File: config.mk
export PLATFORM = sky130hd
export DESIGN_NAME = lrda_queue
export DESIGN_NICKNAME = d
export VERILOG_FILES = /design/src/sv/lrda_pkg.sv /design/src/sv/lrda_queue.sv
export SDC_FILE = /design/constraint.sdc
export NUM_CORES = 1
export LEC_CHECK = 0
export BUFFER_PORTS_ARGS = -buffer_cell sky130_fd_sc_hd__buf_2
export CAP_MARGIN = 10
export CELL_PAD_IN_SITES_DETAIL_PLACEMENT = 0
export CELL_PAD_IN_SITES_GLOBAL_PLACEMENT = 2
export CORE_MARGIN = 2
export CORE_UTILIZATION = 38
export DETAILED_ROUTE_END_ITERATION = 8
export PLACE_DENSITY = 0.76
export SYNTH_ARGS = -nofsm -noshare
export SYNTH_HDL_FRONTEND = slang
export SYNTH_SLANG_ARGS = --single-unit
export TNS_END_PERCENT = 20
File: constraint.sdc
create_clock -name i_clk -period 3.9 [get_ports i_clk]
set_input_delay 0 -clock i_clk [delete_from_list [all_inputs] [get_ports i_clk]]
set_output_delay 0 -clock i_clk [all_outputs]
set_load 0.05 [all_outputs]
File: src/sv/lrda_pkg.sv
`default_nettype none
package lrda_pkg;

    localparam int IN_W = 24;
    localparam int X_W = 25;
    localparam int EXP_W = 5;
    localparam int MANT_W = 31;
    localparam int SUM_W = 48;
    localparam int OUT_W = 40;
    localparam int Q_W = 24;
    localparam int OUT_FRAC = 16;
    localparam int DEF_LOG_FRAC_BITS = 16;
    localparam int QUEUE_DEPTH = 2;

    localparam logic [IN_W-1:0] FULL_SCALE = 24'hffffff;
    localparam logic signed [SUM_W-1:0] SUM_MAX = 48'sd549755813887;
    localparam logic signed [SUM_W-1:0] SUM_MIN = -48'sd549755813888;

    typedef struct packed {
        logic [EXP_W-1:0]  exp_a;
        logic [EXP_W-1:0]  exp_p;
        logic [MANT_W-1:0] mant_a;
        logic [MANT_W-1:0] mant_p;
        logic [X_W-1:0]    act_p1;
        logic              last;
    } t_front_word;

    typedef enum logic [2:0] {
        S_IDLE,
        S_LOG,
        S_MUL,
        S_RND,
        S_DIV,
        S_ACC
    } t_back_state;

    function automatic logic [EXP_W-1:0] msb_pos(input logic [X_W-1:0] x);
        logic [EXP_W-1:0] p;
        p = '0;
        for (int i = 0; i < X_W; i++) begin
            if (x[i]) begin
                p = EXP_W'(i);
            end
        end
        return p;
    endfunction

    function automatic logic [MANT_W-1:0] normalize(input logic [X_W-1:0] x,
                                                    input logic [EXP_W-1:0] e);
        return MANT_W'(x) << (EXP_W'(MANT_W - 1) - e);
    endfunction

endpackage
`default_nettype wire

File: src/sv/lrda_queue.sv
`default_nettype none
module lrda_queue (
    input  wire logic                  i_clk,
    input  wire logic                  i_rst_n,
    input  wire logic                  i_push,
    input  wire lrda_pkg::t_front_word i_word,
    output      logic                  o_push_ready,
    output      logic                  o_valid,
    output      lrda_pkg::t_front_word o_word,
    input  wire logic                  i_pop
);

    localparam int PTR_W = $clog2(lrda_pkg::QUEUE_DEPTH);
    localparam int CNT_W = $clog2(lrda_pkg::QUEUE_DEPTH + 1);

    lrda_pkg::t_front_word r_mem [lrda_pkg::QUEUE_DEPTH];
    logic [PTR_W-1:0] r_wp;
    logic [PTR_W-1:0] r_rp;
    logic [CNT_W-1:0] r_cnt;
    logic             do_push;
    logic             do_pop;

    assign o_push_ready = r_cnt != CNT_W'(lrda_pkg::QUEUE_DEPTH);
    assign o_valid = r_cnt != '0;
    assign o_word = r_mem[r_rp];
    assign do_push = i_push && o_push_ready;
    assign do_pop = i_pop && o_valid;

    always_ff @(posedge i_clk) begin
        if (!i_rst_n) begin
            r_wp  <= '0;
            r_rp  <= '0;
            r_cnt <= '0;
        end else begin
            if (do_push) begin
                r_wp <= r_wp + 1'b1;
            end
            if (do_pop) begin
                r_rp <= r_rp + 1'b1;
            end
            if (do_push && !do_pop) begin
                r_cnt <= r_cnt + 1'b1;
            end else if (do_pop && !do_push) begin
                r_cnt <= r_cnt - 1'b1;
            end
        end
    end

    always_ff @(posedge i_clk) begin
        if (do_push) begin
            r_mem[r_wp] <= i_word;
        end
    end

endmodule
`default_nettype wire

# --- Yosys cells after proc, flatten, opt, wreduce, memory -nomap -nowiden ---
# Memories as Yosys holds them, arrays and structs flattened. A register that Yosys moved wholly into a read port is not among the register bits.
# Index checks and enable logic that the tools add are counted.
op_classes:
  n_reduce_logical: 8
  n_mux: 6
  addsub: 4
  n_eq_ne: 1
op_table:
  columns: ["operator", "count"]
  rows:
  - ["$logic_and A1 B1 Y1", 4]
  - ["$mux W1", 4]
  - ["$mux W2", 2]
  - ["$reduce_bool A2 Y1", 2]
  - ["$add A1 B1 Y1 const B", 2]
  - ["$add A2 B1 Y2 const B", 1]
  - ["$logic_not A1 Y1", 2]
  - ["$ne A2 B2 Y1 const B", 1]
  - ["$sub A2 B1 Y2 const B", 1]
word_totals:
  inputBits: 102
  mem_count: 1
  mem_bits_rw: 196
  reg_bits: 4
memory_table:
  columns: ["name", "words", "width", "rd", "rd_ports_with_merged_regs", "write_ports", "line_no", "source"]
  rows:
  - ["r_mem", 2, 98, 1, 1, 1, "lrda_queue.sv:16", "lrda_pkg::t_front_word r_mem [lrda_pkg::QUEUE_DEPTH];"]

# --- Logic depth before layout (Yosys ltp) ---
logic_depth:
  ltp_word: 6
  ltp_mapped: 6
  ltp_nobuf: 6

# --- Worst setup path after synthesis ---
# Ideal clock, no wire load.
synth_path:
  path_kind: "register to register"
  start: "reg r_cnt[0]"
  end: "mem r_mem[1][0] (netlist bit), enable pin"
  path_stages_with_launch: 3
  setup_slack_ns: 0.429
  t_arrival_ns: 3.002
  setup_time_ns: 0.468
  synth_period_minus_slack_ns: 3.471
  n_path_buf: 0
  cell_sequence: "dfxtp_1 > nand2b_4 > and3_1"
synth_between:
  elab_chain_len: 4
synth_rtl:
  columns: ["element", "line_no", "source"]
  rows:
  - ["from (decl)", "lrda_queue.sv:19", "logic [CNT_W-1:0] r_cnt;"]
  - ["from (signal assigned)", "lrda_queue.sv:42", "r_cnt <= r_cnt + 1'b1;"]
  - ["from (signal assigned)", "lrda_queue.sv:44", "r_cnt <= r_cnt - 1'b1;"]
  - ["$ne A2 B2 Y1", "lrda_queue.sv:23", "assign o_push_ready = r_cnt != CNT_W'(lrda_pkg::QUEUE_DEPTH);"]
  - ["net o_push_ready", "lrda_queue.sv:7", "output logic o_push_ready,"]
  - ["$logic_and A1 B1 Y1", "lrda_queue.sv:26", "assign do_push = i_push && o_push_ready;"]
  - ["$mux W1", "lrda_queue.sv:50", "if (do_push) begin"]
  - ["$mux W1 (implied by the code)", "lrda_queue.sv:51", "r_mem[r_wp] <= i_word;"]
  - ["to (decl)", "lrda_queue.sv:16", null]
# The timed path passes the listed nets, and every way through them passes these cells.

==> metrics.md <==
| Metric | Value |
|---|---|
| Outcome | `finished clean` |
| Max H-tree Level | `1` |
| Iteration count of the initial detailed-routing pass | `4` |
| Post-DP Area | `between 8000 and 9000 um^2` |
| FF+latch area | `5989 um^2` |
| Mapped Cells | `about 330` |
| Worst Path Arrival | `between 2 and 3 ns` |
| CTS sink count | `201` |
| Synth cell types | `21` |
| Clock transition at path regs | `0.06 ns` |
| N_diodes | `0` |
| Initial drt markers | `about 180` |
| # rows | `50` |
| Max-cap viol count | `0` |
| Via-to-Cell Ratio | `between 4 and 5` |
| Grt total ovfl | `0` |
| Antenna violations before repair | `0` |
| DR WL/cell | `16.16 um` |
| Gr usage total | `13.83%` |
| Die H | `~140 um` |
| Highest clock rate | `a little under 0.4 GHz` |
| Setup TNS Final | `0 ns` |
| Worst slack at placement | `~1.8 ns` |
| HP Class | `in -> reg` |
| Final setup viols | `0` |
| Syn_area_per_cell | `22.45 um^2` |
| EDFF count, synth | `about 200` |
| Final Skew | `roughly 0.012 ns` |
| Worst skew pair latency | `around 0.48 ns` |
| Cell Count Post-Placement | `785` |
| Num CTS Buffers | `21` |
| CTS root buf | `clkbuf_16` |
| Layout cells sized above 1 | `between 50 and 60%` |
| CTS tree | `done` |
| Final Util | `a little over half` |
| Ys flop type | `edfxtp_1` |
| Crit path kind | `reg -> out` |
| Final worst slack | `~1.4 ns` |
| #FFs+latches synth | `approximately 200` |
| Antenna-violating nets left | `0` |
| Area of the multi-input gates | `1323 um^2` |
| Slew of the pin with the lowest slew margin | `around 0.83 ns` |
| Core region area | `roughly 19000 um^2` |
| Crit path largest cell delay | `just under 0.9 ns` |
| Worst path top cell family by delay | `flip-flops` |
| Via count | `4162` |
| Area grow syn2layout | `39.55%` |
| Die width | `roughly 140 um` |
| Port Buffers | `around 200` |
| RSZ-0062 raised after global routing | `no` |
| Largest net degree at the start of global routing | `60` |
| Final net count | `between 700 and 800` |
| Non-Filler Instances | `around 920` |
| CP Cell Sequence | `buf_4, mux2_2, buf_2` |
| Final period util | `between 60% and 70%` |
| Clock buffer depth | `3` |
| Worst relative slew slack | `44.62%` |
| Peak supply drop | `394.0 uV` |
| Max Slew Vio Count | `0` |
| Initial core utilization | `roughly two fifths` |
| Worst Path Buf+Inv | `2` |
| Sequential share of the synthesized area | `about four fifths` |
| Worst EP required | `3.90 ns` |
| Setup crit end kind | `output pin` |
| Vias in the first global route | `between 4000 and 5000` |
| Leak | `~4 nW` |
| Remaining DRCs | `0` |
| Endpoints failing hold | `0` |
| Synth Warn # | `0` |
| Pwr/cell area | `slightly below 700 nW/um^2` |
| CP startpoint kind | `flop` |
| Crit Path Max Fanout | `between 50 and 60` |
| FILL cells | `about 1500` |
| Final Critical Period | `between 2 and 3 ns` |
| Routability Congestion | `around 0.72` |
| Post-Syn Area | `~7400 um^2` |
| Final Instance Area | `between 10000 and 15000 um^2` |
| Syn Nets | `around 430` |
| First-pass GRT wire length | `22.09 mm` |
| Ports | `slightly above 200` |
| Post-synthesis async set-or-reset flop share | `0%` |
| Slowest CP cell | `dfxtp_4` |
| Die footprint | `around 21000 um^2` |
| Aggregate routed wire length | `14.94 mm` |
| Dpl hpwl | `about 9.2 mm` |
==> stage by stage <==
step                hold WS (ns)  total power, mW
finish                    0.2321            7.047
global route              0.2327            7.334
CTS                       0.2122            7.136
detailed placement        0.1914            5.288
global placement          0.1870            5.266
floorplan                0.09887            4.794
==> repair_timing <==
| item | CTS | global route |
|---|---|---|
| gates resized for setup | 0 | 0 |
| hold buffers | 102 | 0 |
| endpoints found under the hold margin | 201 | 0 |
| setup buffers | 0 | 0 |
==> worst paths after layout <==
kind                         start                      to  slack, ns  depth (start not counted)
max                           flop              o_word[15]       1.36                          3
min                     i_word[18]  r_mem[1][18]$_DFFE_PP_       0.23                          2
max reg2reg  r_cnt[0]$_SDFFE_PN0P_  r_mem[0][65]$_DFFE_PP_       1.77                          4
min reg2reg  r_cnt[1]$_SDFFE_PN0P_   r_cnt[1]$_SDFFE_PN0P_       0.56                          2
==> state kept, by name, summed over array words and instances, names as in the netlist, named ones only <==
signal and flops:
r_cnt 2, r_rp 1, r_mem 196, r_wp 1
==> layer usage <==
metal	wire length, um	GRT usage (%)	vias to the layer above	share of wire [%]
met4	327	4.438	0	2.2
met5	0	0	-	0
met1	6072	16.12	2025	41
met2	7329	24.44	159	49
met3	1205	4.199	29	8.1
li1	-	-	1949	-
==> logic make-up (layout without fill, tap and decap cells) <==
logic type	after synthesis	count (layout)	share of synthesized area (%)
AO/OA/AOI/OAI	5	5	0.4742
AND/OR/NAND/NOR	9	9	0.8809
buffers and inverters	12	347	1.135
adder cells (fa/ha/maj)	1	1	0.1693
flip-flops	201	201	81.03
XOR/XNOR	3	3	0.3558
multiplexers	98	98	15.96
==> Yosys cell counts, types with 2 or more instances <==
| library cell | instances | share of area, % |
|---|---|---|
| dfxtp_1 | 5 | 1.4 |
| xnor2_1 | 2 | 0.24 |
| mux2_2 | 78 | 12 |
| buf_2 | 7 | 0.47 |
| edfxtp_1 | 196 | 80 |
| buf_6 | 4 | 0.61 |
| and2_1 | 4 | 0.34 |
| mux2_4 | 20 | 4.1 |
==> layout by cell type, fill, tap and decap left out, types with 2 or more instances in the layout <==
cell,count
clkbuf_16,21
xnor2_1,2
mux2_4,20
clkinv_2,3
buf_4,6
clkinv_1,7
dfxtp_1,4
edfxtp_1,196
clkbuf_1,5
mux2_2,78
dlygate4sd3_1,102
buf_2,201
and2_1,4
==> area by class of cell <==
cell class              instances  area share, %
flip-flops and latches        201          58.10
well taps                     260          3.156
clock inverters                11         0.4734
multi-input cells             116          12.83
inverters                       1        0.06069
clock buffers                  26          5.280
repair buffers                309          20.10
==> power breakdown <==
part	switching (mW)	internal, mW
sequential	0.152	2.70
clock	0.759	0.985
combinational	1.69	0.761
total	2.60	4.45
Power figures use the tool's default switching activity.
