<file path="src/sv/lrda_pkg.sv">
`default_nettype none
package lrda_pkg;

    localparam int IN_W = 24;
    localparam int X_W = 25;
    localparam int EXP_W = 5;
    localparam int MANT_W = 31;
    localparam int SUM_W = 48;
    localparam int OUT_W = 40;
    localparam int Q_W = 24;
    localparam int OUT_FRAC = 16;
    localparam int DEF_LOG_FRAC_BITS = 16;
    localparam int QUEUE_DEPTH = 2;

    localparam logic [IN_W-1:0] FULL_SCALE = 24'hffffff;
    localparam logic signed [SUM_W-1:0] SUM_MAX = 48'sd549755813887;
    localparam logic signed [SUM_W-1:0] SUM_MIN = -48'sd549755813888;

    typedef struct packed {
        logic [EXP_W-1:0]  exp_a;
        logic [EXP_W-1:0]  exp_p;
        logic [MANT_W-1:0] mant_a;
        logic [MANT_W-1:0] mant_p;
        logic [X_W-1:0]    act_p1;
        logic              last;
    } t_front_word;

    typedef enum logic [2:0] {
        S_IDLE,
        S_LOG,
        S_MUL,
        S_RND,
        S_DIV,
        S_ACC
    } t_back_state;

    function automatic logic [EXP_W-1:0] msb_pos(input logic [X_W-1:0] x);
        logic [EXP_W-1:0] p;
        p = '0;
        for (int i = 0; i < X_W; i++) begin
            if (x[i]) begin
                p = EXP_W'(i);
            end
        end
        return p;
    endfunction

    function automatic logic [MANT_W-1:0] normalize(input logic [X_W-1:0] x,
                                                    input logic [EXP_W-1:0] e);
        return MANT_W'(x) << (EXP_W'(MANT_W - 1) - e);
    endfunction

endpackage
`default_nettype wire

</file>
<file path="src/sv/lrda_ifs.sv">
`default_nettype none
interface lrda_in_if;
    logic                        valid;
    logic                        ready;
    logic [lrda_pkg::IN_W-1:0]   predicted_freq;
    logic [lrda_pkg::IN_W-1:0]   actual_freq;
    logic                        last_entry;

    modport source (output valid, predicted_freq, actual_freq, last_entry, input ready);
    modport sink   (input valid, predicted_freq, actual_freq, last_entry, output ready);
endinterface

`default_nettype wire

</file>
<file path="src/sv/lrda_front.sv">
`default_nettype none
module lrda_front (
    input  wire logic                  i_clk,
    input  wire logic                  i_rst_n,
    lrda_in_if.sink                    i_in,
    output      logic                  o_push,
    output      lrda_pkg::t_front_word o_word,
    input  wire logic                  i_push_ready
);

    logic                       r_v;
    logic [lrda_pkg::X_W-1:0]   r_xa;
    logic [lrda_pkg::X_W-1:0]   r_xp;
    logic                       r_last;
    logic                       fire;
    logic [lrda_pkg::EXP_W-1:0] ea;
    logic [lrda_pkg::EXP_W-1:0] ep;

    assign i_in.ready = !r_v || i_push_ready;
    assign fire = i_in.valid && i_in.ready;
    assign o_push = r_v;

    assign ea = lrda_pkg::msb_pos(r_xa);
    assign ep = lrda_pkg::msb_pos(r_xp);

    always_comb begin
        o_word.exp_a  = ea;
        o_word.exp_p  = ep;
        o_word.mant_a = lrda_pkg::normalize(r_xa, ea);
        o_word.mant_p = lrda_pkg::normalize(r_xp, ep);
        o_word.act_p1 = r_xa;
        o_word.last   = r_last;
    end

    always_ff @(posedge i_clk) begin
        if (!i_rst_n) begin
            r_v <= 1'b0;
        end else if (fire) begin
            r_v <= 1'b1;
        end else if (i_push_ready) begin
            r_v <= 1'b0;
        end
    end

    always_ff @(posedge i_clk) begin
        if (fire) begin
            r_xa   <= lrda_pkg::X_W'(i_in.actual_freq) + 1'b1;
            r_xp   <= lrda_pkg::X_W'(i_in.predicted_freq) + 1'b1;
            r_last <= i_in.last_entry;
        end
    end

endmodule
`default_nettype wire

</file>
<file path="src/flat_wrapper.sv">
// flat-port wrapper written by rule: the top's interface ports become plain ports
module lrda_front_flat 
  (i_clk, i_rst_n, o_push, o_word, i_push_ready, i_in_valid, i_in_predicted_freq, i_in_actual_freq, i_in_last_entry, i_in_ready);
  lrda_in_if i_in_i ();
  input  wire logic i_clk;
  input  wire logic i_rst_n;
  output      logic o_push;
  output      lrda_pkg::t_front_word o_word;
  input  wire logic i_push_ready;
  input wire logic [$bits(i_in_i.valid)-1:0] i_in_valid;
  input wire logic [$bits(i_in_i.predicted_freq)-1:0] i_in_predicted_freq;
  input wire logic [$bits(i_in_i.actual_freq)-1:0] i_in_actual_freq;
  input wire logic [$bits(i_in_i.last_entry)-1:0] i_in_last_entry;
  output wire logic [$bits(i_in_i.ready)-1:0] i_in_ready;
  assign i_in_i.valid = i_in_valid;
  assign i_in_i.predicted_freq = i_in_predicted_freq;
  assign i_in_i.actual_freq = i_in_actual_freq;
  assign i_in_i.last_entry = i_in_last_entry;
  assign i_in_ready = i_in_i.ready;
  lrda_front u_core (.i_clk(i_clk), .i_rst_n(i_rst_n), .i_in(i_in_i), .o_push(o_push), .o_word(o_word), .i_push_ready(i_push_ready));
endmodule
</file>
<file path="config.mk">
export PLATFORM = sky130hd
export DESIGN_NAME = lrda_front_flat
export DESIGN_NICKNAME = d
export VERILOG_FILES = /design/src/sv/lrda_pkg.sv /design/src/sv/lrda_ifs.sv /design/src/sv/lrda_front.sv /design/src/flat_wrapper.sv
export SDC_FILE = /design/constraint.sdc
export NUM_CORES = 1
export LEC_CHECK = 0
export ABC_AREA = 1
export BUFFER_PORTS_ARGS = -buffer_cell sky130_fd_sc_hd__buf_2
export CAP_MARGIN = 20
export CORE_ASPECT_RATIO = 1.25
export CORE_MARGIN = 2
export CORE_UTILIZATION = 30
export DETAILED_ROUTE_END_ITERATION = 10
export HOLD_SLACK_MARGIN = 0.08
export MAX_ROUTING_LAYER = met4
export PLACE_DENSITY = 0.51
export SYNTH_ARGS = -nofsm -noshare
export SYNTH_HDL_FRONTEND = slang
export SYNTH_SLANG_ARGS = --single-unit
</file>
<file path="constraint.sdc">
create_clock -name i_clk -period 3.58 [get_ports i_clk]
set_input_delay 0.716 -clock i_clk [delete_from_list [all_inputs] [get_ports i_clk]]
set_output_delay 0.716 -clock i_clk [all_outputs]
set_load 0.01 [all_outputs]
</file>
Yosys cells after proc, flatten, opt, wreduce, memory -nomap -nowiden. Index checks and enable logic that the tools add are counted.

Register bits after elaboration: 52. Bits in latches: 0. Bits in writable memories: 0. ROM bits: 0. Bits of input ports: 53. Output and inout bits: 100. Word-level logic and storage cells: 64. Memories kept: 0.

Add/subtract/negate cells: 4. Multiply operators: 0. Div/mod/pow operators: 0. $lt $le $gt $ge: 0. Equal/unequal tests: 0. Shift operators: 2. Mux-type cells: 50. Bitwise gates (word level): 0. Reduce and logical (&&, ||, !) cells: 4.

Operators by type and width (count): $mux W5 (18); $mux W4 (16); $shl A25 B5 Y31 (2); $add A24 B1 Y25 const B (2); $mux W3 (8); $sub A5 B5 Y5 const A (2); $mux W2 (4); $mux W1 (4); $reduce_bool A2 Y1 (1); $logic_and A1 B1 Y1 (1); $logic_not A1 Y1 (1); $logic_or A1 B1 Y1 (1).

Depth between registers and ports, before layout. Gate-level depths: netlist of the first run.

Depth in word-level cells: 26. Depth in mapped cells: 38. Mapped depth without buffers: 37.

Worst setup path before layout of the first run. No wires, ideal clock.

Path type: flip-flop to output port. Start: register u_core.r_xa[2] (netlist bit). End: output o_word[66] (netlist bit). Arrival: 3.121 ns. Required time: 2.864 ns. Slack: -0.257 ns. Cell stages (with the launch flop): 36. Buffers on the path: 2. Cells stage by stage: edfxtp_1 -> inv_2 -> nand2_1 -> nand2_1 -> nand2_1 -> nand2_1 -> nand2_1 -> nand2_1 -> nand2_1 -> nand2_1 -> nand2_1 -> nand2_1 -> nand2_1 -> nand2_1 -> nand2_1 -> nand2_1 -> nand2_1 -> nand2_1 -> nand2_1 -> nand2_1 -> nand2_1 -> nand2_1 -> nand2_1 -> nand2_1 -> nand2_1 -> buf_4 -> inv_2 -> ha_1 -> or2_2 -> nand2_1 -> inv_1 -> clkbuf_1 -> nand3_1 -> nand3_1 -> nand2_1 -> nor2_1.

RTL lines: start, declared (RTL line lrda_front.sv:12) `logic [lrda_pkg::X_W-1:0] r_xa;`; start signal, assigned (RTL line lrda_front.sv:47) `r_xa <= lrda_pkg::X_W'(i_in.actual_freq) + 1'b1;`; end, declared (RTL line flat_wrapper.sv:8) `output lrda_pkg::t_front_word o_word;`.

==> key figures, run 1 <==
Status
  • Status: finished, violations left
  • Violated checks: setup timing

Global routing
  • Total Routing Usage GR: 21.3%
  • Congestion Overflow GR: 0
  • Largest net degree at the start of global routing: 51
  • First-pass GRT wire length: 38100 um
  • Initial antenna violation count: 0
  • Vias in the first global route: about 7300

Power
  • Power Density: approximately 330 nW/um2
  • Worst IR Drop VDD: between 0.2 and 0.3 mV
  • Leakage power: 4.79 nW
  • Power Total: between 0.003 and 0.004 W

Detailed routing
  • Total wire length: around 24000 um
  • Routed vias: between 7000 and 8000
  • Drt initial violations: 590
  • DR DRC count: 0
  • ANT nets after route: 0
  • Pre-antenna DRT Iters: 5
  • Drt wl/cell: between 15 and 20 um
  • Vias/cell: just over 5

Worst setup path
  • Worst path slowest cell: edfxtp_1
  • Crit path kind: flip-flop to primary output
  • Setup crit start kind: flip-flop
  • Crit Reg-Reg Startpoint: u_core.o_push
  • WP data arrival: 3.26 ns
  • Reg2Reg Setup Slack: 2.18 ns
  • Crit path buffers/inverters: 4
  • Crit end category: primary output
  • Worst-path maximum fanout: 6
  • CP required: about 2.9 ns
  • CP delay by family, top: simple AND/OR/NAND/NOR gates
  • Most used cell, CP: nand2_1
  • Worst reg2reg path depth: 2
  • End of the worst register-to-register path: u_core.r_xp[18]
  • Worst path max stage delay: ~0.4 ns

Run
  • Max Cap Viol: 0

Yosys
  • EDFF count, synth: between 50 and 60
  • Seq/Total Area, Yosys: about a quarter
  • Post-synth cell types: 44
  • Syn Std Cell Area: approximately 6400 um2
  • Cell with the most instances after synthesis: nand3_1
  • Synth Area in XOR/XNOR: roughly 5.6%
  • Area contributors post-synth: nand3_1, edfxtp_1, nand2_1, inv_1, nor2_1
  • Main combinational cell family by area after synthesis: simple AND/OR/NAND/NOR gates
  • Adder-cell share of the synthesized area: less than 1%
  • Compound-Gate Fraction of Synth Area: roughly 3.3%
  • Syn_area_per_cell: between 6 and 7 um2
  • Top-area cell type share of the netlist area: between 20 and 25%
  • Net count after synthesis: around 1100
  • List of most frequent post-synthesis cells: nand3_1, nand2_1, inv_1
  • Synth Flop Type: edfxtp_1
  • Post-synthesis simple-gate area fraction: 55.6%
  • Syn Inst Count: around 1100
  • Mux cell area share after synthesis: 0%
  • Largest area contributor in the netlist: nand3_1
  • Seq cells post-synth: 52
  • Synth async-reset ratio: 0%
  • YS warnings: 0

Floorplan
  • Die H: roughly 170 um
  • DIE AREA: around 23000 um2
  • Initial Util: 30.7%
  • Die width: ~130 um
  • I/O pin total: 153
  • Rows: between 50 and 60
  • Core ar.: 20900 um2

Clocking
  • H-tree Lvls: 2
  • Clock transition at path regs: around 0.06 ns
  • Root Buffer: clkbuf_16
  • Sink Count: 52
  • Clock tree buffer depth: 2
  • CTS Buf Count: 5
  • Clk_lat worst skew: 0.28 ns
  • CTS tree: built
  • # hold bufs at CTS: 0

Cells and area
  • Diode count: 0
  • Layout Area Growth over Synthesis: 55.4%
  • Nets@finish: 1331
  • Layout cells sized above 1: between 40% and 50%

STA
  • Final hold violation count: 0
  • Clk_skew: ~0.0021 ns
  • Final setup fails: 62
  • PnR worst setup slack: -0.392 ns
  • Min cycle time layout: roughly 4.0 ns
  • Max Slew Vio Count: 0
  • Least-Margin Pin Slew: around 0.6 ns
  • Worst slew margin relative to its limit: roughly three fifths
  • Period Utilization, post-route: 111%
  • RSZ-0062 raised after global routing: true
  • F_max: 252 MHz

Worst hold path
  • Worst Hold Class: flip-flop to flip-flop
  • Min-Delay Path Depth: 2
  • Hold path startpoint: u_core.o_push
  • Hold Path Sink: u_core.o_push

Placement
  • Place WS: -0.0993 ns
  • Port Buffer Count: around 150
  • RePlAce Congestion: ~0.9
  • HPWL after DPL: 17700 um
[tightest hold or removal path, cell delays in order (launching register included)]
cell and delay, ns:
dfxtp_1 0.34, nand2_1 0.09, a21boi_0 0.07
[placed cells by master (no fill, tap or decap), drive strengths merged, types with 5 or more instances in the layout]
master	synthesis	final
nand2	331	331
nand3	326	326
buf	34	258
inv	96	94
nor2	85	85
edfxtp	51	51
xor2	25	25
xnor2	16	16
nor3	16	16
o21ai	15	15
nand4	9	9
a21oi	9	9
clkbuf	18	5
or2	5	5
[what timing repair did]
action / in CTS / in global routing
endpoints found under the setup margin: 62 / 62
pin swaps: 69 / 53
gates resized for setup: 215 / 81
gates cloned: 10 / 0
buffers inserted: 17 / 1
[cells by family (layout without fill, tap and decap cells)]
group,after synthesis,in the layout
AOI/OAI and AO/OA,35,35
buffers and inverters,148,362
and+or+nand+nor,780,780
xor gates and xnor gates,41,41
DFF,52,52
adders and majority gates,4,4
[worst max-delay path by stage]
stage | startpoint | cells past startpoint | to
2_1_floorplan | u_core.r_xa[2] | 35 | o_word[66]
6_report | u_core.r_xp[1] | 32 | o_word[51]
3_5_place_dp | u_core.r_xa[1] | 35 | o_word[81]
4_1_cts | u_core.r_xa[1] | 37 | o_word[80]
3_3_place_gp | u_core.r_xa[1] | 35 | o_word[81]
5_1_grt | u_core.r_xp[2] | 33 | o_word[51]
[flip-flops by register name, summed over array words and instances, names as in the netlist]
register / cells
u_core.r_xa: 25
u_core.r_xp: 25
u_core.r_last: 1
u_core.o_push: 1
[metal layers]
metal,share of wire [%],wire (um),GRT usage (%)
met4,2.4,567,5.95
met3,6.0,1440,0.969
met2,45,10700,32.0
met5,0,0,-
met1,46,11100,31.1
[power breakdown]
part           leakage (nW)  switching [W]  internal [W]  total, W
Clock                0.0899       0.000193      0.000396  0.000589
Combinational          4.20        0.00118      0.000803   0.00198
Sequential            0.502      0.0000311      0.000716  0.000747
[metrics by stage]
step	instances	hold WS [ns]	utilization, %	instance area (um2)	setup TNS [ns]
finish	1548	0.553	47.7	9960	-14.51
CTS	1547	0.561	45.8	9560	-15.76
detailed placement	1513	0.548	38.4	8030	-1.42
floorplan	1060	0.608	-	6560	0
global route	1548	0.603	47.7	9960	-35.38
global placement	1513	0.546	38.4	8030	-0.902
[final cells by class]
class	count	area (um2)
inverter	96	407
timing repair inverter	1	7.51
multi-input combinational	860	5450
sequential	52	1550
tap	274	343
fill	2133	10900
clock buffer	5	125
clock inverter	2	60.1
timing repair buffer	258	2020
No activity file was read; power rests on OpenSTA's default activity.
==> run 2, diff against run 1 <==
- CORE_ASPECT_RATIO: 1.25 -> not set
==> run 2 against run 1 <==
Compared with the run above:
- the run still ends with setup timing left
- largest power group unchanged
- cell count rose by 1.3%
- core utilization rose by 3.1 points
- wire length rose by 3.9%
- critical endpoint is now o_word[75]
- clock power rose by 2%
- power rose by 5.8%
- largest cell class unchanged
==> key figures, run 2 (synthesis results as in run 1) <==
STA
  • Min cycle time layout: a little under 4 ns
  • Final setup fails: 62
  • Final hold violation count: 0
  • Clk_skew: approximately 0.0075 ns
  • Period Utilization, post-route: 108%
  • RSZ-0062 raised after global routing: true
  • Worst slew margin relative to its limit: between 60% and 70%
  • Max Slew Vio Count: 0
  • PnR worst setup slack: -0.288 ns
  • F_max: about 260 MHz
  • Least-Margin Pin Slew: 0.468 ns

Worst setup path
  • Worst path slowest cell: edfxtp_1
  • CP delay by family, top: simple AND/OR/NAND/NOR gates
  • Worst-path maximum fanout: 4
  • Most used cell, CP: nand2_1
  • CP required: roughly 2.9 ns
  • Setup crit start kind: flip-flop
  • Crit path buffers/inverters: 6
  • Crit path kind: flip-flop to primary output
  • Crit end category: primary output
  • Worst path max stage delay: ~0.4 ns
  • WP data arrival: about 3.2 ns

Placement
  • RePlAce Congestion: ~0.9
  • Port Buffer Count: between 150 and 200
  • Place WS: -0.0619 ns
  • HPWL after DPL: 18100 um
  • Cell Area, Placed: about 8000 um2

Clocking
  • # hold bufs at CTS: 0
  • CTS Buf Count: 5
  • Clock tree buffer depth: 2
  • CTS tree: built
  • H-tree Lvls: 2
  • Root Buffer: clkbuf_16
  • Sink Count: between 50 and 60
  • Clk_lat worst skew: approximately 0.29 ns
  • Clock transition at path regs: ~0.070 ns

Detailed routing
  • ANT nets after route: 0
  • DR DRC count: 0
  • Drt wl/cell: approximately 16 um
  • Pre-antenna DRT Iters: 6
  • Routed vias: just over 8000
  • Total wire length: around 25000 um
  • Drt initial violations: 515
  • Vias/cell: ~5.1

Floorplan
  • DIE AREA: 22600 um2
  • Core ar.: 21000 um2
  • Rows: 53
  • Initial Util: 30.5%
  • Die width: between 150 and 200 um
  • Die H: roughly 150 um
  • I/O pin total: between 150 and 200

Cells and area
  • Utilization after layout: around half
  • Post-route cell area: 10700 um2
  • Nets@finish: ~1300
  • Commonest non-fill, non-tap cell in the layout: nand2_1
  • Layout cells sized above 1: around 46%
  • Commonest non-fill, non-tap cells in the layout: nand2_1, nand3_1, buf_2
  • Top flop regs: u_core.r_xa x25, u_core.r_xp x25
  • Fillcell total: roughly 2000
  • Diode count: 0
  • Layout Area Growth over Synthesis: 66.6%

Status
  • Violated checks: setup timing
  • Status: finished, violations left

Run
  • Max Cap Viol: 0

Global routing
  • Congestion Overflow GR: 0
  • Vias in the first global route: ~7000
  • First-pass GRT wire length: 38000 um
  • Largest net degree at the start of global routing: 30
  • Total Routing Usage GR: between 20% and 30%
  • Initial antenna violation count: 0

Worst hold path
  • Worst Hold Class: flip-flop to flip-flop

Power
  • Power Density: 329 nW/um2
  • Leakage power: roughly 5.0 nW
  • Worst IR Drop VDD: about 0.18 mV
==> run 2: stage by stage <==
step                hold WS, ns  TNS [ns]  std cells  total power (W)
finish                    0.543    -13.03       1568          0.00351
global route              0.585    -31.29       1568          0.00372
CTS                       0.550    -13.70       1554          0.00327
detailed placement        0.540    -0.913       1514          0.00221
global placement          0.537     -1.14       1514          0.00221
floorplan                 0.608         0       1060          0.00169
==> run 2: report_power, final <==
group	leakage [nW]	internal [W]	total, W	switching, W
sequential	0.502	0.000716	0.000747	0.0000313
clock	0.0911	0.000401	0.000601	0.000200
combinational	4.46	0.000881	0.00216	0.00128
total	5.05	0.00200	0.00351	0.00151
==> run 2: final timing paths <==
check	endpoint	start	slack (ns)	cells after the start
worst max-delay path	o_word[75]	u_core.r_xa[3]	-0.29	35
worst min-delay path	u_core.o_push	u_core.o_push	0.54	2
worst max register to register	u_core.r_xp[24]	u_core.o_push	2.21	2
worst min register to register	u_core.o_push	u_core.o_push	0.54	2
==> run 2: cell type report <==
cell class / instances / area (um2) / share of cell area (%)
Timing Repair Buffer: 271 / 2200 / 20.6
Timing Repair inverter: 5 / 73.8 / 0.691
Clock inverter: 2 / 60.1 / 0.562
Inverter: 96 / 432 / 4.04
Sequential cell: 52 / 1550 / 14.5
Multi-Input combinational cell: 861 / 5890 / 55.1
Tap cell: 275 / 344 / 3.22
Clock buffer: 6 / 129 / 1.21
==> run 2: what timing repair did <==
action / in CTS / in global routing
pin swaps: 99 / 51
endpoints found under the setup margin: 62 / 62
endpoints found under the hold margin: 0 / 0
gates resized for setup: 291 / 126
setup buffers: 22 / 13
cloned: 11 / 3
==> run 2: routing by layer <==
metal	up-vias	share of wire [%]	global-route usage, %
met3	33	6.1	2.03
met5	-	0	-
met2	310	43	29.9
met1	3699	50	33.5
met4	0	1.6	5.09
li1	4014	-	-
==> run 2: worst register-to-register path, stage by stage, from the launching register on <==
cell	delay, ns
dfxtp_1	0.34
a21oi_4	0.33
buf_4	0.37
==> run 3, diff against run 2 <==
- clock period: 3.58 -> 3.2 ns (I/O delays scaled with it)
==> run 3 against run 2 <==
Compared with the run above:
- the run still ends with setup timing left
- cell area increased by 6.7%
- count of clock-buffer cells in the layout is 1 lower
- non-clock buffer count grew 42
- hold slack got worse by 0.022 ns
- via count is 2.6% higher
- power is 18% higher
- die area unchanged
- core utilization is 3.4 points higher
- critical path type unchanged
- critical endpoint is now o_word[36]
- largest power group unchanged
==> key figures, run 3 (synthesis results as in run 1) <==
Status
  • Status: finished, violations left
  • Violated checks: setup timing

Placement
  • HPWL after DPL: approximately 19000 um
  • Port Buffer Count: approximately 150
  • RePlAce Congestion: around 0.92

STA
  • Final setup fails: slightly above 60
  • Clk_skew: slightly above 0.007 ns
  • Least-Margin Pin Slew: approximately 0.6 ns
  • Final hold violation count: 0
  • PnR worst setup slack: -0.638 ns
  • Period Utilization, post-route: 120%
  • Worst slew margin relative to its limit: between 50% and 60%
  • Min cycle time layout: about 3.8 ns
  • Max Slew Vio Count: 0
  • RSZ-0062 raised after global routing: true
  • F_max: 261 MHz

Clocking
  • CTS tree: built
  • H-tree Lvls: 2
  • Sink Count: 52
  • Root Buffer: clkbuf_16
  • # hold bufs at CTS: 0
  • Clock transition at path regs: 0.07 ns
  • CTS Buf Count: 5
  • Clock tree buffer depth: 2
  • Clk_lat worst skew: 0.29 ns

Worst setup path
  • Crit end category: primary output
  • CP required: ~2.6 ns
  • Most used cell, CP: nand2_1
  • Setup crit start kind: flip-flop
  • Crit path kind: flip-flop to primary output
  • Worst path max stage delay: around 0.40 ns
  • WP data arrival: 3.20 ns
  • Worst-path maximum fanout: 6
  • Worst path slowest cell: edfxtp_1

Global routing
  • Total Routing Usage GR: a little over a fifth
  • First-pass GRT wire length: 37800 um
  • Initial antenna violation count: 0
  • Congestion Overflow GR: 0
  • Vias in the first global route: roughly 7200
  • Largest net degree at the start of global routing: 51

Floorplan
  • I/O pin total: 153
  • Core ar.: ~21000 um2
  • Initial Util: ~30%
  • Die H: around 150 um
  • Rows: 53
  • Die width: around 150 um
  • DIE AREA: ~23000 um2

Detailed routing
  • Total wire length: roughly 26000 um
  • Pre-antenna DRT Iters: 6
  • Vias/cell: 5.13
  • Drt initial violations: ~520
  • Routed vias: approximately 8300
  • Drt wl/cell: around 16 um
  • DR DRC count: 0
  • ANT nets after route: 0

Cells and area
  • Layout cells sized above 1: between 50% and 60%
  • Top flop regs: u_core.r_xa x25, u_core.r_xp x25
  • Utilization after layout: between 50% and 60%
  • Layout Area Growth over Synthesis: 77.8%
  • Commonest non-fill, non-tap cells in the layout: nand2_1, nand3_1, nand3_2
  • Diode count: 0
  • Nets@finish: between 1000 and 1500
  • Commonest non-fill, non-tap cell in the layout: nand2_1

Worst hold path
  • Worst Hold Class: input port to flip-flop

Power
  • Leakage power: approximately 5.4 nW
  • Power Density: between 300 and 400 nW/um2
  • Worst IR Drop VDD: 0.214 mV
  • Power Total: 0.00413 W

Run
  • Max Cap Viol: 0
[run 3: cell types whose count changed in the layout (fill, tap and decap cells not counted), moves of 9 or more]
cell / previous run / this run
buf_2: 147 / 125
nand2_1: 241 / 200
nor2_1: 61 / 52
nand3_1: 168 / 137
nand3_2: 97 / 132
buf_6: 17 / 57
buf_4: 72 / 102
nand2_2: 66 / 104
[run 3: cell type report]
| cell class | instances | area (um2) |
|---|---|---|
| inverter | 96 | 424 |
| tap | 275 | 344 |
| sequential | 52 | 1550 |
| multi-input combinational | 860 | 6190 |
| fill | 1959 | 9620 |
| clock buffer | 5 | 125 |
| timing repair inverter | 6 | 75.1 |
| timing repair buffer | 313 | 2640 |
| clock inverter | 3 | 42.5 |
[run 3: worst paths after layout]
| path | start | to | slack, ns | depth (start not counted) |
|---|---|---|---|---|
| worst max-delay path | u_core.r_xp[1] | o_word[36] | -0.64 | 30 |
| worst min-delay path | i_in_last_entry | u_core.r_last | 0.52 | 1 |
| worst max register to register | u_core.o_push | u_core.r_xp[0] | 1.77 | 2 |
| worst min register to register | u_core.o_push | u_core.o_push | 0.56 | 2 |
[run 3: routing by layer]
metal	up-vias	part of all wire, %	global-route usage, %
li1	4090	-	-
met3	44	5.8	1.52
met4	0	2.1	4.34
met5	-	0	-
met1	3817	47	32.7
met2	316	45	30.7
[run 3: through the flow]
stage	setup TNS [ns]	hold WS (ns)	cells	setup WS, ns	instance area (um2)
finish	-33.87	0.521	1610	-0.638	11400
detailed placement	-21.42	0.549	1564	-0.485	9060
global route	-53.92	0.519	1610	-0.958	11400
global placement	-21.86	0.545	1564	-0.490	9060
CTS	-33.40	0.514	1581	-0.595	9890
floorplan	-10.79	0.608	1060	-0.230	7290
[run 3: critical path, delay by kind of cell (launching register included)]
kind	cells	cell delay [ns]
flip-flops	1	0.40
AND/OR/NAND/NOR	21	1.25
adder cells (fa/ha/maj)	1	0.32
buffers and inverters	4	0.46
AO/OA/AOI/OAI	4	0.48
[run 3: where the power goes]
group	switching, W	leakage, nW	internal (W)	total (W)
combinational	0.00154	4.77	0.00116	0.00270
clock	0.000227	0.0814	0.000367	0.000594
sequential	0.0000343	0.502	0.000801	0.000835
[run 3: repair_timing]
item / CTS / global route
cloned: 2 / 11
buffers inserted: 7 / 21
pin swaps: 42 / 95
endpoints found under the hold margin: 0 / 0
endpoints found under the setup margin: 62 / 63
resized for setup: 125 / 243
